==> config.mk <==
export PLATFORM = sky130hd
export DESIGN_NAME = tcw_plan_decode
export DESIGN_NICKNAME = d
export VERILOG_FILES = /design/src/design/tcw_pkg.sv /design/src/design/tcw_plan_decode.sv
export SDC_FILE = /design/constraint.sdc
export NUM_CORES = 1
export LEC_CHECK = 0
export ABC_AREA = 0
export BUFFER_PORTS_ARGS = -buffer_cell sky130_fd_sc_hd__buf_2
export CELL_PAD_IN_SITES_DETAIL_PLACEMENT = 2
export CELL_PAD_IN_SITES_GLOBAL_PLACEMENT = 2
export CORE_MARGIN = 3
export CORE_UTILIZATION = 24
export DETAILED_ROUTE_END_ITERATION = 8
export PLACE_DENSITY_LB_ADDON = 0.05
export SYNTH_ARGS = -nofsm -noshare
export SYNTH_HDL_FRONTEND = slang
export SYNTH_SLANG_ARGS = --single-unit
==> constraint.sdc <==
create_clock -name vclk -period 5.5
set_input_delay 0.275 -clock vclk [all_inputs]
set_output_delay 0.275 -clock vclk [all_outputs]
set_load 0.02 [all_outputs]
==> src/design/tcw_pkg.sv <==
package tcw_pkg;

    localparam int ROWS_DEF = 25;
    localparam int COLS_DEF = 80;

    localparam int ROW_W  = 5;
    localparam int COL_W  = 7;
    localparam int FUNC_W = 3;
    localparam int BYTE_W = 8;
    localparam int CELL_W = 16;

    // Configuration register indexes.
    localparam logic [0:0] REG_DEFAULT_ATTR = 1'd0;
    localparam logic [0:0] REG_ERROR_ATTR   = 1'd1;

    localparam logic [BYTE_W-1:0] DEFAULT_ATTR_RST = 8'd15;
    localparam logic [BYTE_W-1:0] ERROR_ATTR_RST   = 8'd244;

    localparam logic [BYTE_W-1:0] CH_BACKSPACE = 8'h08;
    localparam logic [BYTE_W-1:0] CH_NEWLINE   = 8'h0A;
    localparam logic [BYTE_W-1:0] CH_SPACE     = 8'h20;
    localparam logic [BYTE_W-1:0] CH_ERROR     = 8'h45;

    typedef enum logic [FUNC_W-1:0] {
        FN_PUT_CUR = 3'd0,
        FN_PUT_AT  = 3'd1,
        FN_BKSP    = 3'd2,
        FN_CLEAR   = 3'd3,
        FN_READ    = 3'd4
    } t_func;

    typedef enum logic [2:0] {
        S_BLANK,
        S_IDLE,
        S_EXEC,
        S_SCROLL,
        S_DONE
    } t_state;

    // What one operation does to the cell store and the cursor.
    typedef struct packed {
        logic              wr;
        logic              rd;
        logic [CELL_W-1:0] cell_word;
        logic [ROW_W-1:0]  tgt_row;
        logic [COL_W-1:0]  tgt_col;
        logic              move;
        logic [ROW_W-1:0]  new_row;
        logic [COL_W-1:0]  new_col;
        logic              scroll;
        logic              clear;
        logic              oor;
    } t_plan;

endpackage

==> src/design/tcw_plan_decode.sv <==
module tcw_plan_decode #(
    parameter int ROWS = tcw_pkg::ROWS_DEF,
    parameter int COLS = tcw_pkg::COLS_DEF
) (
    input  logic [tcw_pkg::FUNC_W-1:0] i_func,
    input  logic [tcw_pkg::BYTE_W-1:0] i_char_code,
    input  logic [tcw_pkg::ROW_W-1:0]  i_row,
    input  logic [tcw_pkg::COL_W-1:0]  i_col,
    input  logic [tcw_pkg::BYTE_W-1:0] i_attr,
    input  logic [tcw_pkg::ROW_W-1:0]  i_cur_row,
    input  logic [tcw_pkg::COL_W-1:0]  i_cur_col,
    input  logic [tcw_pkg::BYTE_W-1:0] i_default_attr,
    input  logic [tcw_pkg::BYTE_W-1:0] i_error_attr,
    output tcw_pkg::t_plan             o_plan
);
    import tcw_pkg::*;

    localparam logic [ROW_W:0]   ROW_LIM  = (ROW_W + 1)'(ROWS);
    localparam logic [COL_W:0]   COL_LIM  = (COL_W + 1)'(COLS);
    localparam logic [ROW_W-1:0] LAST_ROW = ROW_W'(ROWS - 1);
    localparam logic [COL_W-1:0] LAST_COL = COL_W'(COLS - 1);

    logic [ROW_W-1:0]  base_row;
    logic [COL_W-1:0]  base_col;
    logic [BYTE_W-1:0] put_attr;
    logic              oor_hit;

    always_comb begin
        base_row = (i_func == FN_PUT_AT) ? i_row : i_cur_row;
        base_col = (i_func == FN_PUT_AT) ? i_col : i_cur_col;
        put_attr = (i_attr != '0) ? i_attr : i_default_attr;
        oor_hit  = (i_func inside {FN_PUT_AT, FN_READ}) &&
                   (({1'b0, i_row} >= ROW_LIM) || ({1'b0, i_col} >= COL_LIM));

        o_plan         = '0;
        o_plan.tgt_row = base_row;
        o_plan.tgt_col = base_col;
        o_plan.new_row = base_row;
        o_plan.new_col = base_col;

        if (oor_hit) begin
            o_plan.wr        = 1'b1;
            o_plan.tgt_row   = LAST_ROW;
            o_plan.tgt_col   = LAST_COL;
            o_plan.cell_word = {i_error_attr, CH_ERROR};
            o_plan.oor       = 1'b1;
        end else begin
            case (i_func)
                FN_PUT_CUR, FN_PUT_AT: begin
                    o_plan.move = 1'b1;
                    if (i_char_code == CH_BACKSPACE) begin
                        o_plan.wr        = 1'b1;
                        o_plan.cell_word = {put_attr, CH_SPACE};
                    end else begin
                        if (i_char_code != CH_NEWLINE) begin
                            o_plan.wr        = 1'b1;
                            o_plan.cell_word = {put_attr, i_char_code};
                        end
                        // A newline, or a character in the last column, wraps.
                        if (i_char_code == CH_NEWLINE || base_col == LAST_COL) begin
                            o_plan.new_col = '0;
                            if (base_row == LAST_ROW) begin
                                o_plan.scroll = 1'b1;
                            end else begin
                                o_plan.new_row = base_row + 1'b1;
                            end
                        end else begin
                            o_plan.new_col = base_col + 1'b1;
                        end
                    end
                end
                FN_BKSP: begin
                    o_plan.move      = 1'b1;
                    o_plan.wr        = 1'b1;
                    o_plan.cell_word = {i_default_attr, CH_SPACE};
                    if (i_cur_row == '0 && i_cur_col == '0) begin
                        o_plan.new_row = '0;
                        o_plan.new_col = '0;
                    end else if (i_cur_col == '0) begin
                        o_plan.new_row = i_cur_row - 1'b1;
                        o_plan.new_col = LAST_COL;
                    end else begin
                        o_plan.new_row = i_cur_row;
                        o_plan.new_col = i_cur_col - 1'b1;
                    end
                    o_plan.tgt_row = o_plan.new_row;
                    o_plan.tgt_col = o_plan.new_col;
                end
                FN_CLEAR: begin
                    o_plan.move    = 1'b1;
                    o_plan.clear   = 1'b1;
                    o_plan.new_row = '0;
                    o_plan.new_col = '0;
                end
                FN_READ: begin
                    o_plan.rd      = 1'b1;
                    o_plan.tgt_row = i_row;
                    o_plan.tgt_col = i_col;
                end
                default: begin
                    o_plan.move = 1'b0;
                end
            endcase
        end
    end

endmodule

==> impl_metrics.env <==
export IMPL_firstDrtPassIters=4
export IMPL_crit_required_ns=5.22
export IMPL_setup_viol_count_final=0
export IMPL_layout_drive_gt1_share_pct=31.9
export IMPL_max_freq_mhz=308
export IMPL_synthesis_instances=306
export IMPL_yosys_mux_area_fraction_pct=6.25
export IMPL_clockBufferCount=0
export IMPL_globalRouteTotalUtil_pct=22.5
export IMPL_max_cap_violations=0
export IMPL_grt_first_pass_wirelength_um=16100
export IMPL_syn_avg_cell_area_um2=6.22
export IMPL_crit_chain="buf_2 -> nor3b_2 -> nand2_1 -> o21ai_0 -> ha_1 -> nand4_1 -> a311oi_2 -> xnor2_1 -> o311ai_2 -> buf_2"
export IMPL_rsz0062_at_grt="false"
export IMPL_compound_cell_area_share_of_the_yosys_netlist_pct=43.6
export IMPL_yosys_area_share_simple_pct=36.4
export IMPL_floorplan_die_height_um=95.0
export IMPL_cp_data_arrival_time_ns=2.97
export IMPL_run_status="complete, no violations"
export IMPL_grt_start_max_net_pins=21
export IMPL_setup_worst_path_end_class="output pin"
export IMPL_hold_buffers=0
export IMPL_part_of_the_yosys_area_used_for_sequential_elements_pct=0
export IMPL_timing_final_crit_period_ns=3.25
export IMPL_powerDensity_mw_per_mm2=98.0
export IMPL_drcViolationCount=0
export IMPL_yosys_area_share_xor_xnor_pct=2.76
export IMPL_report_final_hold_viol_count=0
export IMPL_post_dp_hpwl_um=8600
export IMPL_timing_critical_path_from="i_func[2]"
export IMPL_register_area_um2=0
export IMPL_drt_antenna_violating_nets=0
export IMPL_p_comb_share_pct=100.0
export IMPL_switching_power_uw=156
export IMPL_fillCellCount=965
export IMPL_top_level_ports=105
export IMPL_highest_delay_cell_along_the_critical_path="nor3b_2"
export IMPL_setup_tns_final_ns=0
export IMPL_power_frac_clock_pct=0
export IMPL_place_gp_congestion=0.858
export IMPL_post_synth_main_area_contributors="nand2_1, a21oi_1, o21ai_0"
export IMPL_detail_route_wl_per_cell_um=21.3
export IMPL_die_w_um=95.0
export IMPL_design_die_area_mm2=0.00903
export IMPL_power_total_uw=240
export IMPL_synth_net_count=370
export IMPL_power_static_leakage_nw=1.12
export IMPL_globalRoute_totalOverflow=0
export IMPL_n_sequential_cell=0
export IMPL_crit_path_max_delay_family="simple AND/OR/NAND/NOR gates"
export IMPL_yosys_cell_types_count=65
export IMPL_worst_hold_startpoint="i_default_attr[5]"
export IMPL_wirelength_um=10400
export IMPL_post_cts_repair_setup_buffers=0
export IMPL_post_cts_resized_instances=0
export IMPL_fp_coreArea_mm2=0.00749
export IMPL_critical_path_peak_fanout=20
export IMPL_power_switching_share_pct=65.0
export IMPL_number_of_buffer_and_inverter_stages_on_the_critical_path=2
export IMPL_slew_violations=0
export IMPL_number_of_global_route_vias_before_repair=2876
export IMPL_n_antenna_cell=0
export IMPL_synth_top_cell_area_share_pct=7.89
export IMPL_initial_core_utilization_pct=25.4
export IMPL_critical_path_class="in -> out"
export IMPL_hold_path_class="in -> out"
export IMPL_synth_fa_ha_area_share_pct=3.29
export IMPL_antenna_found_initial=0
export IMPL_nets=455
export IMPL_period_share_pct=59.0
export IMPL_vias=2840
export IMPL_peakVddDrop_uv=28.5
export IMPL_number_of_drc_violations_after_detailed_routing_iteration_0=103
export IMPL_worst_slew_pin_transition_ns=0.895
export IMPL_total_internal_power_uw=83.8
export IMPL_place_port_buffers=105
export IMPL_main_combinational_cell_family_by_area_after_synthesis="compound AO/OA/AOI/OAI gates"
export IMPL_worst_path_most_repeated_cell="buf_2"
export IMPL_placement_rows=31
export IMPL_pwr_share_seq_pct=0
export IMPL_area_growth_synth_to_final_pct=28.6
export IMPL_critPathMaxStageDelay_ns=0.79
export IMPL_timing_max_slew_rel_slack_pct=40.1
export IMPL_timing_critical_path_from_type="primary input"
export IMPL_mappedNetlistArea_mm2=0.00190
export IMPL_yosys_top_cell_by_area="nand2_1"
export IMPL_synth_warnings=0
export IMPL_avgViaCountPerCell=5.82
[power groups by stage]
stage          registers (mW)  clock network [mW]  logic [mW]
2_1_floorplan               0                   0       0.147
3_3_place_gp                0                   0       0.236
3_5_place_dp                0                   0       0.240
4_1_cts                     0                   0       0.241
5_1_grt                     0                   0       0.263
6_report                    0                   0       0.240
[cell type report]
type | count | area (µm²) | area share (%)
inverter | 11 | 41.3 | 1.69
multi-input combinational | 273 | 1760 | 71.8
tap | 99 | 124 | 5.06
timing repair buffer | 105 | 526 | 21.5
[worst paths after layout]
check,endpoint,slack (ns),depth (start not counted)
max,o_plan[13],2.25,10
min,o_plan[41],0.86,3
[cell families (layout without fill, tap and decap cells)]
logic type	after synthesis	after routing
and+or+nand+nor	132	132
adders and majority gates	5	5
AOI/OAI and AO/OA	119	119
buffers and inverters	33	116
muxes	11	11
xor gates and xnor gates	6	6
[cells in the final DEF, fill, tap and decap left out, types with 4 or more instances in the layout]
cell      netlist  layout
a41oi_1         4       4
o22ai_1         6       6
buf_2           3     105
mux2i_1         7       7
o21ai_0        23      23
nor2_1         18      18
o211ai_1        5       5
a21o_1          9       9
nand3_1        15      15
a21oi_1        26      26
xnor2_1         5       5
or3_1           4       4
nor4b_1         4       4
nor3_1         12      12
a22o_1          9       9
o221ai_1        4       4
ha_1            5       5
and2_1          5       5
nand2_1        40      40
inv_1          10      10
nand4_1        10      10
[cell usage after synthesis, drive strengths merged (3+ instances only)]
master / n
nand2: 40
a21oi: 26
o21ai: 25
nor2: 18
clkbuf: 16
nand3: 15
nor3: 12
inv: 11
nand4: 10
a21o: 9
a22o: 9
mux2i: 7
and2: 6
buf: 6
o22ai: 6
ha: 5
o211ai: 5
xnor2: 5
a41oi: 4
mux2: 4
nor3b: 4
nor4b: 4
o221ai: 4
or2: 4
or3: 4
or3b: 4
a211oi: 3
a31o: 3
and3: 3
o311ai: 3
o31a: 3
o31ai: 3
[worst min-delay path: cells and delay by family]
kind | cells | cell delay, ns
buffers and inverters | 2 | 0.22
AOI/OAI and AO/OA | 1 | 0.09
[metrics by stage]
stage / utilization, % / hold WS [ns] / std cells / area [µm²] / setup slack, ns
2_1_floorplan: - / 0.716 / 306 / 1900 / 2.72
3_3_place_gp: 32.7 / 0.860 / 488 / 2450 / 2.42
3_5_place_dp: 32.7 / 0.863 / 488 / 2450 / 2.30
4_1_cts: 32.7 / 0.864 / 488 / 2450 / 2.30
5_1_grt: 32.7 / 0.888 / 488 / 2450 / 1.97
6_report: 32.7 / 0.861 / 488 / 2450 / 2.25
[per-layer routing]
layer / vias up / routed length (µm) / global-route usage [%]
li1: 1349 / - / -
met1: 1395 / 4580 / 30.8
met2: 92 / 5110 / 40.7
met3: 4 / 637 / 1.03
met4: 0 / 70 / 1.32
met5: - / 0 / 0
No activity file was read; power rests on OpenSTA's default activity.
